File: config.mk
export PLATFORM = sky130hd
export DESIGN_NAME = sha1_message_digest_unit
export DESIGN_NICKNAME = d
export VERILOG_FILES = /design/src/rtl/core/sha1_pkg.sv /design/src/rtl/core/sha1_message_digest_unit.sv /design/src/rtl/core/sha1_front.sv /design/src/rtl/core/sha1_queue.sv /design/src/rtl/core/sha1_back.sv
export SDC_FILE = /design/constraint.sdc
export NUM_CORES = 2
export LEC_CHECK = 0
export ABC_AREA = 1
export BUFFER_PORTS_ARGS = -buffer_cell sky130_fd_sc_hd__buf_2
export CAP_MARGIN = 20
export CORE_MARGIN = 10
export CORE_UTILIZATION = 25
export DETAILED_ROUTE_END_ITERATION = 16
export PLACE_DENSITY = 0.46
export SLEW_MARGIN = 20
export SYNTH_ARGS = -nofsm -noshare
export SYNTH_HDL_FRONTEND = slang
export SYNTH_SLANG_ARGS = --single-unit
File: constraint.sdc
create_clock -name clk -period 23.2 [get_ports clk]
set_input_delay 1.16 -clock clk [delete_from_list [all_inputs] [get_ports clk]]
set_output_delay 1.16 -clock clk [all_outputs]
set_load 0.02 [all_outputs]
File: src/rtl/core/sha1_pkg.sv
// SHA-1 shared types and constants.
`default_nettype none
package sha1_pkg;
	localparam logic [31:0] IV0 = 32'h67452301;
	localparam logic [31:0] IV1 = 32'hEFCDAB89;
	localparam logic [31:0] IV2 = 32'h98BADCFE;
	localparam logic [31:0] IV3 = 32'h10325476;
	localparam logic [31:0] IV4 = 32'hC3D2E1F0;
	localparam logic [31:0] K0 = 32'h5A827999;
	localparam logic [31:0] K1 = 32'h6ED9EBA1;
	localparam logic [31:0] K2 = 32'h8F1BBCDC;
	localparam logic [31:0] K3 = 32'hCA62C1D6;
	localparam logic [7:0] PAD_BYTE = 8'h80;
	localparam int QUEUE_DEPTH = 4;

	// word handed from front to back
	typedef struct packed {
		logic [31:0] word;
		logic        blk_end;   // 16th word of a block
		logic        msg_end;   // last word of the message
	} sha1_xfer_t;
endpackage
`default_nettype wire

File: src/rtl/core/sha1_message_digest_unit.sv
// SHA-1 digest unit top level: front end, word queue, compression back end.
//
// Channel   Dir  Handshake       Payload
// input     in   push / full     data_word, byte_count, last_word
// digest    out  empty / pop     digest_word0..digest_word4
//
// The back end takes one word per cycle while loading, then runs 80 rounds
// plus one chaining add per 64-byte block, taking no words until they are done.
// The back end's single round unit, shared by all 80 rounds, bounds throughput.
// On a last word the front end issues 2..18 pad and length words, one per cycle
// while the queue has room; full stays high until the length words are out.
// Reset clears chaining words to the SHA-1 IV and all control state.
// full stalls input while padding or when the queue is full; a waiting
// digest blocks the next message's compression, not its queuing.
`default_nettype none
module sha1_message_digest_unit #(
	parameter int QDEPTH = sha1_pkg::QUEUE_DEPTH
) (
	input  wire logic        clk,
	input  wire logic        arst_n,
	input  wire logic        push,
	output logic             full,
	input  wire logic [31:0] data_word,
	input  wire logic [2:0]  byte_count,
	input  wire logic        last_word,
	output logic             empty,
	input  wire logic        pop,
	output logic [31:0]      digest_word0,
	output logic [31:0]      digest_word1,
	output logic [31:0]      digest_word2,
	output logic [31:0]      digest_word3,
	output logic [31:0]      digest_word4
);
	import sha1_pkg::*;

	logic       f_valid, f_ready, b_valid, b_ready;
	sha1_xfer_t f_xfer, b_xfer;

	sha1_front u_front (
		.clk, .arst_n, .push, .full, .data_word, .byte_count, .last_word,
		.xfer_valid(f_valid), .xfer(f_xfer), .xfer_ready(f_ready)
	);

	sha1_queue #(.DEPTH(QDEPTH)) u_queue (
		.clk, .arst_n,
		.in_valid(f_valid), .in_data(f_xfer), .in_ready(f_ready),
		.out_valid(b_valid), .out_data(b_xfer), .out_ready(b_ready)
	);

	sha1_back u_back (
		.clk, .arst_n, .in_valid(b_valid), .in_data(b_xfer), .in_ready(b_ready),
		.empty, .pop, .digest_word0, .digest_word1, .digest_word2,
		.digest_word3, .digest_word4
	);

	// a message end word always closes a block
	a_end_blk: assert property (@(posedge clk) disable iff (!arst_n)
		(f_valid && f_xfer.msg_end) |-> f_xfer.blk_end)
		else $error("message end not on block boundary");

	// a shown digest holds until popped
	a_dig_hold: assert property (@(posedge clk) disable iff (!arst_n)
		(!empty && !pop) |=> (!empty && $stable(digest_word0) && $stable(digest_word4)))
		else $error("digest changed while waiting");

	// the back end never takes a word while the digest waits
	a_no_take: assert property (@(posedge clk) disable iff (!arst_n)
		!empty |-> !b_ready)
		else $error("word taken while digest pending");
endmodule
`default_nettype wire

File: src/rtl/core/sha1_front.sv
// Front end: takes input words, pads, appends length, emits schedule words.
`default_nettype none
module sha1_front (
	input  wire logic               clk,
	input  wire logic               arst_n,
	input  wire logic               push,
	output logic                    full,
	input  wire logic [31:0]        data_word,
	input  wire logic [2:0]         byte_count,
	input  wire logic               last_word,
	output logic                    xfer_valid,
	output sha1_pkg::sha1_xfer_t    xfer,
	input  wire logic               xfer_ready
);
	import sha1_pkg::*;

	typedef enum logic [1:0] {ST_DATA, ST_EXTRA, ST_ZERO, ST_LEN} st_t;

	st_t         state_q;
	logic [3:0]  fill_q;
	logic [60:0] bytes_q;
	logic        len_lo_q;
	logic [31:0] extra_q;
	logic [2:0]  n_eff;
	logic [31:0] keep, pad, last_val;
	logic [63:0] bits;
	logic        fire;

	always_comb begin
		n_eff = (byte_count > 3'd4) ? 3'd4 : byte_count;
		case (n_eff)
			3'd0: begin keep = 32'h0;        pad = {PAD_BYTE, 24'h0}; end
			3'd1: begin keep = 32'hFF000000; pad = {8'h0, PAD_BYTE, 16'h0}; end
			3'd2: begin keep = 32'hFFFF0000; pad = {16'h0, PAD_BYTE, 8'h0}; end
			3'd3: begin keep = 32'hFFFFFF00; pad = {24'h0, PAD_BYTE}; end
			default: begin keep = 32'hFFFFFFFF; pad = 32'h0; end
		endcase
		last_val = (data_word & keep) | pad;
		bits = {bytes_q, 3'b000};
	end

	assign full = (state_q != ST_DATA) || !xfer_ready;
	assign fire = xfer_valid && xfer_ready;

	always_comb begin
		xfer_valid = 1'b0;
		xfer.word = 32'h0;
		xfer.blk_end = (fill_q == 4'd15);
		xfer.msg_end = 1'b0;
		case (state_q)
			ST_DATA: begin
				xfer_valid = push;
				xfer.word = last_word ? last_val : data_word;
			end
			ST_EXTRA: begin
				xfer_valid = 1'b1;
				xfer.word = extra_q;
			end
			ST_ZERO: begin
				xfer_valid = 1'b1;
			end
			ST_LEN: begin
				xfer_valid = 1'b1;
				xfer.word = len_lo_q ? bits[31:0] : bits[63:32];
				xfer.msg_end = len_lo_q;
			end
			default: ;
		endcase
	end

	always_ff @(posedge clk or negedge arst_n) begin
		if (!arst_n) begin
			state_q <= ST_DATA;
			fill_q <= '0;
			bytes_q <= '0;
			len_lo_q <= 1'b0;
			extra_q <= '0;
		end else if (fire) begin
			fill_q <= fill_q + 4'd1;
			case (state_q)
				ST_DATA: begin
					if (!last_word) begin
						bytes_q <= bytes_q + 61'd4;
					end else begin
						bytes_q <= bytes_q + {58'd0, n_eff};
						if (n_eff == 3'd4) begin
							extra_q <= {PAD_BYTE, 24'h0};
							state_q <= ST_EXTRA;
						end else if (fill_q == 4'd13) begin
							state_q <= ST_LEN;
						end else begin
							state_q <= ST_ZERO;
						end
					end
				end
				ST_EXTRA: state_q <= (fill_q == 4'd13) ? ST_LEN : ST_ZERO;
				ST_ZERO: if (fill_q == 4'd13) state_q <= ST_LEN;
				ST_LEN: begin
					len_lo_q <= !len_lo_q;
					if (len_lo_q) begin
						state_q <= ST_DATA;
						bytes_q <= '0;
						fill_q <= '0;
					end
				end
				default: state_q <= ST_DATA;
			endcase
		end
	end
endmodule
`default_nettype wire

File: src/rtl/core/sha1_queue.sv
// Small FIFO between front and back ends.
`default_nettype none
module sha1_queue #(
	parameter int DEPTH = sha1_pkg::QUEUE_DEPTH
) (
	input  wire logic            clk,
	input  wire logic            arst_n,
	input  wire logic            in_valid,
	input  sha1_pkg::sha1_xfer_t in_data,
	output logic                 in_ready,
	output logic                 out_valid,
	output sha1_pkg::sha1_xfer_t out_data,
	input  wire logic            out_ready
);
	import sha1_pkg::*;
	localparam int AW = (DEPTH > 1) ? $clog2(DEPTH) : 1;

	sha1_xfer_t      mem_q [DEPTH];
	logic [AW-1:0]   wr_q, rd_q;
	logic [AW:0]     cnt_q;
	logic            wr, rd;

	assign in_ready  = (cnt_q != (AW+1)'(DEPTH));
	assign out_valid = (cnt_q != '0);
	assign out_data  = mem_q[rd_q];
	assign wr = in_valid && in_ready;
	assign rd = out_valid && out_ready;

	always_ff @(posedge clk) begin
		if (wr) mem_q[wr_q] <= in_data;
	end

	always_ff @(posedge clk or negedge arst_n) begin
		if (!arst_n) begin
			wr_q <= '0;
			rd_q <= '0;
			cnt_q <= '0;
		end else begin
			if (wr) wr_q <= (wr_q == AW'(DEPTH-1)) ? '0 : wr_q + AW'(1);
			if (rd) rd_q <= (rd_q == AW'(DEPTH-1)) ? '0 : rd_q + AW'(1);
			cnt_q <= cnt_q + (AW+1)'(wr) - (AW+1)'(rd);
		end
	end
endmodule
`default_nettype wire

File: src/rtl/core/sha1_back.sv
// Back end: 16-word window, 80-round compression, chaining and digest output.
`default_nettype none
module sha1_back (
	input  wire logic            clk,
	input  wire logic            arst_n,
	input  wire logic            in_valid,
	input  sha1_pkg::sha1_xfer_t in_data,
	output logic                 in_ready,
	output logic                 empty,
	input  wire logic            pop,
	output logic [31:0]          digest_word0,
	output logic [31:0]          digest_word1,
	output logic [31:0]          digest_word2,
	output logic [31:0]          digest_word3,
	output logic [31:0]          digest_word4
);
	import sha1_pkg::*;

	typedef enum logic [1:0] {ST_LOAD, ST_ROUND, ST_ADD, ST_OUT} st_t;

	st_t         state_q;
	logic [31:0] w_q [16];
	logic [31:0] h_q [5];
	logic [31:0] a_q, b_q, c_q, d_q, e_q;
	logic [6:0]  rnd_q;
	logic        fin_q;
	logic [31:0] w_new, f, k, t, wt;
	logic        take;

	assign in_ready = (state_q == ST_LOAD);
	assign take = in_valid && in_ready;
	assign empty = (state_q != ST_OUT);
	assign digest_word0 = h_q[0];
	assign digest_word1 = h_q[1];
	assign digest_word2 = h_q[2];
	assign digest_word3 = h_q[3];
	assign digest_word4 = h_q[4];

	// window kept as a shift line: w_q[0] is the oldest word
	always_comb begin
		w_new = w_q[13] ^ w_q[8] ^ w_q[2] ^ w_q[0];
		w_new = {w_new[30:0], w_new[31]};
		wt = (rnd_q < 7'd16) ? w_q[0] : w_new;
		if (rnd_q < 7'd20) begin
			f = (b_q & c_q) | (~b_q & d_q); k = K0;
		end else if (rnd_q < 7'd40) begin
			f = b_q ^ c_q ^ d_q; k = K1;
		end else if (rnd_q < 7'd60) begin
			f = (b_q & c_q) | (b_q & d_q) | (c_q & d_q); k = K2;
		end else begin
			f = b_q ^ c_q ^ d_q; k = K3;
		end
		t = {a_q[26:0], a_q[31:27]} + f + e_q + k + wt;
	end

	always_ff @(posedge clk) begin
		if (take || state_q == ST_ROUND) begin
			for (int i = 0; i < 15; i++) w_q[i] <= w_q[i+1];
			w_q[15] <= take ? in_data.word : wt;
		end
		if (take && in_data.blk_end) begin
			a_q <= h_q[0]; b_q <= h_q[1]; c_q <= h_q[2]; d_q <= h_q[3]; e_q <= h_q[4];
		end else if (state_q == ST_ROUND) begin
			a_q <= t; b_q <= a_q; c_q <= {b_q[1:0], b_q[31:2]}; d_q <= c_q; e_q <= d_q;
		end
	end

	always_ff @(posedge clk or negedge arst_n) begin
		if (!arst_n) begin
			state_q <= ST_LOAD;
			rnd_q <= '0;
			fin_q <= 1'b0;
			h_q[0] <= IV0; h_q[1] <= IV1; h_q[2] <= IV2; h_q[3] <= IV3; h_q[4] <= IV4;
		end else begin
			case (state_q)
				ST_LOAD: if (take && in_data.blk_end) begin
					fin_q <= in_data.msg_end;
					rnd_q <= '0;
					state_q <= ST_ROUND;
				end
				ST_ROUND: begin
					rnd_q <= rnd_q + 7'd1;
					if (rnd_q == 7'd79) state_q <= ST_ADD;
				end
				ST_ADD: begin
					h_q[0] <= h_q[0] + a_q; h_q[1] <= h_q[1] + b_q;
					h_q[2] <= h_q[2] + c_q; h_q[3] <= h_q[3] + d_q;
					h_q[4] <= h_q[4] + e_q;
					state_q <= fin_q ? ST_OUT : ST_LOAD;
				end
				ST_OUT: if (pop) begin
					h_q[0] <= IV0; h_q[1] <= IV1; h_q[2] <= IV2; h_q[3] <= IV3; h_q[4] <= IV4;
					state_q <= ST_LOAD;
				end
				default: state_q <= ST_LOAD;
			endcase
		end
	end
endmodule
`default_nettype wire
==> summary.txt <==
Hold path
  • Worst Hold Path Cells: 0
  • Hold Path Sink: u_back.w_q[1][201]
  • Launch point of the worst hold path: u_back.w_q[1][233]
  • Hold crit path type: reg -> reg

Final layout
  • Layout cell share with drive strength beyond 1: 0.0927
  • Post-layout nets: 6,491
  • Final cell count without fillers: 9,193
  • Fin area: ~65,000 µm²
  • Layout Area Growth over Synthesis: 15.8%
  • Utilization after layout: 0.292

Global routing
  • Pin count of the biggest net entering global routing: 204
  • Vias in the first global route: 41,400
  • Initial antenna violation count: 8
  • GRT Total Usage: 0.164
  • First-pass GRT wire length: 297,000 µm
  • GRT overflow: 0

STA
  • Final slew viol count: 0
  • Post-layout min period: 6.61 ns
  • Tcrit/Tclk final: 0.285
  • Clock Skews: around 0.036 ns
  • Slew at the pin closest to its max-slew limit: 1.12 ns
  • RSZ-0062 raised after global routing: no
  • Worst relative slew slack: 0.254
  • Final setup fails: 0
  • Max Fclk: around 150 MHz
  • Fin. Hold Viols: 0
  • Sum of negative setup slack: 0 ns

Synth
  • Synth warn: 0
  • Avg Inst Size Synth: 9.57 µm²
  • Post-synth ARST share: 0.233
  • Flop and latch count out of synthesis: between 1,000 and 1,500
  • Synth top area cells: edfxtp_1, nand2_1, dfrtp_1, inv_1, ha_1
  • Cells after Synth: 5,868
  • Top cell type's share of synthesized area: 0.432
  • Post-Syn Nets: roughly 6,200
  • EDFF count, synth: 808
  • Post-synthesis sequential area ratio: 0.543
  • Post-Synthesis Cell Area: 56,200 µm²
  • Synth area leader: edfxtp_1
  • Cell variety after synth: 58
  • Top FF cell, synth: edfxtp_1
  • Post-synth top cells: nand2_1, edfxtp_1, inv_1
  • Top-count cell post-synth: nand2_1

Critical path
  • Worst reg2reg startpoint: u_back.rnd_q[4]
  • CP arrival: approximately 7 ns
  • Largest fanout on the critical path: 21
  • R2R depth: 21
  • Critical Path RT: ~24 ns
  • CP Capture Type: flop
  • Startpoint Class: flop
  • Reg2reg end: u_back.a_q[15]
  • WS Path Type: reg -> reg
  • FF-to-FF setup slack: ~17 ns

Placed design
  • Placed cells: 8,959
  • Routability cong.: roughly 0.93
  • Port Buffers: 201
  • Placed Area: 60,900 µm²
  • Detail Placement HPWL: 157,000 µm

Clock network
  • Clock root cell: clkbuf_16
  • Post-cts resize count: 0
  • H-tree depth: 3
  • Clock Pin Slew Worst Setup and Hold Paths: 0.06 ns
  • Hold_buf cts: 0
  • CTS tree: yes
  • Cts bufs inserted: roughly 120
  • Clock Tree Buf Depth: 3
  • Clock tree sinks: between 1,000 and 1,500
  • Clk_lat worst skew: 0.78 ns
  • Buffers inserted by post-CTS timing repair: 0

Routing
  • Post-route ant nets: 0
  • Pre-antenna DRT Iters: 6
  • Total wire length: approximately 210,000 µm
  • Post-route DRC: 0
  • Post-DR vias/cell: about 4.7
  • First DRT Iteration DRCs: between 3,000 and 4,000
  • Drt wl/cell: 22.5 µm
  • Vias: 43,100

Power
  • Sw Ratio: 0.213
  • P_sw: ~0.00086 W
  • Comb pwr share: 0.005
  • Leak pwr: 27.4 nW
  • PD cells: 61.6 nW/µm²
  • Seq pwr share: 0.502
  • Maximum vdd ir drop: 60.4 µV
  • Clock power frac: 0.493
  • Pwr Total: 0.00401 W
  • Power Internal: ~0.0032 W

Die
  • Io pins: between 200 and 250
  • Die W: 494 µm
  • Core Area: around 220,000 µm²
  • FP Rows: 173
  • Initial Util: 0.252
  • Die H: 494 µm
  • Die Area: 244,000 µm²

Run status
  • Status: finished clean

Job
  • Max cap viols: 0
-- stage by stage --
step / hold WS, ns / worst slack, ns
after floorplan: 0.400 / 10.46
after global placement: 0.400 / 16.62
after detailed placement: 0.405 / 16.54
after CTS: 0.381 / 16.53
after global routing: 0.392 / 16.11
final: 0.392 / 16.59
-- registers in the layout, summed over array words and instances (netlist names), 2 cells and up --
| signal | cells |
|---|---|
| u_back.w_q | 512 |
| u_queue.mem_q | 136 |
| u_front.bytes_q | 61 |
| u_back.a_q | 32 |
| u_back.b_q | 32 |
| u_back.c_q | 32 |
| u_back.d_q | 32 |
| u_back.digest_word0 | 32 |
| u_back.digest_word1 | 32 |
| u_back.digest_word2 | 32 |
| u_back.digest_word3 | 32 |
| u_back.digest_word4 | 32 |
| u_back.e_q | 32 |
| u_back.rnd_q | 7 |
| u_front.fill_q | 4 |
| u_queue.cnt_q | 3 |
| u_back.state_q | 2 |
| u_front.state_q | 2 |
| u_queue.rd_q | 2 |
| u_queue.wr_q | 2 |
-- power by group through the flow --
stage	logic, W	registers [W]	clock network (W)
after floorplan	0.00000408	0.00205	0
after global placement	0.0000216	0.00205	0
after detailed placement	0.0000216	0.00205	0
after CTS	0.0000217	0.00201	0.00203
after global routing	0.0000235	0.00201	0.00210
final	0.0000207	0.00201	0.00198
-- cells by family (layout without fill, tap and decap cells) --
kind of cell	count (synthesis)	in the layout	share of synthesized area
AOI/OAI and AO/OA	1146	1146	0.113
buffers and inverters	922	1270	0.0621
other	0	2	0
xor gates and xnor gates	153	153	0.0239
and+or+nand+nor	2252	2252	0.165
adders and majority gates	341	341	0.0924
DFF	1054	1054	0.543
-- cell usage in the layout, fill, tap and decap left out, types with 8 or more instances in the layout --
master and instances:
nand2_1 1217, edfxtp_1 808, inv_1 774, nor2_1 558
o21ai_0 510, a21oi_1 327, nand3_1 271, ha_1 218
buf_2 200, dfrtp_1 165, fa_1 123, clkbuf_16 122
xnor2_1 114, o22ai_1 96, dfstp_2 80, nor3_1 70
nand4_1 62, buf_4 49, xor2_1 39, a31oi_1 36
clkbuf_1 28, o21bai_1 26, a22oi_1 21, a21o_1 21
clkinv_2 21, o211ai_1 20, a21boi_0 20, o21a_1 20
clkinv_1 18, o221ai_1 13, nand3b_1 13, or2_2 12
nor4_1 12, bufinv_16 12, clkinvlp_4 10, clkbuf_8 10
nor2_4 8, a211oi_1 8
-- worst max path at each step --
stage	from	to	slack, ns
2_1_floorplan	u_queue.cnt_q[1]	u_back.w_q[0][0]	10.46
3_3_place_gp	u_back.rnd_q[4]	u_back.a_q[31]	16.62
3_5_place_dp	u_back.rnd_q[4]	u_back.a_q[15]	16.54
4_1_cts	u_back.rnd_q[4]	u_back.a_q[15]	16.53
5_1_grt	u_back.rnd_q[4]	u_back.a_q[31]	16.11
6_report	u_back.rnd_q[4]	u_back.a_q[15]	16.59
-- layer usage --
metal  vias to the layer above  GRT usage  part of all wire
met1                     21200      0.238              0.48
met5                         -          0          0.000068
met2                      1238      0.247              0.43
met4                         2     0.0469             0.028
li1                      20400          -                 -
met3                       232     0.0290             0.065
-- cell type report --
cell class                 count  area, µm²
fill                       23600     158000
sequential                  1054      30500
multi-input combinational   3892      22300
tap                         2975       3720
clock buffer                 160       3300
inverter                     787       2960
timing repair buffer         254       1480
clock inverter                69        802
antenna                        2       5.00
-- worst max-delay path: stages, from the launching register on --
cell and delay (ns):
dfrtp_1 0.46, nor2_1 0.08, nor2_1 0.18, nand3_1 0.10, buf_4 0.23, nand2_1 0.55
clkinv_1 0.67, nand2_1 0.20, nand3_1 0.10, fa_1 0.48, fa_1 0.55, inv_1 0.07
fa_1 0.52, inv_1 0.05, ha_1 0.36, a21oi_1 0.17, nand2_1 0.15, a21boi_0 0.52
o21ai_0 0.37, or2_2 0.36, nand3_1 0.07, o21ai_0 0.10
Power figures use the tool's default switching activity.
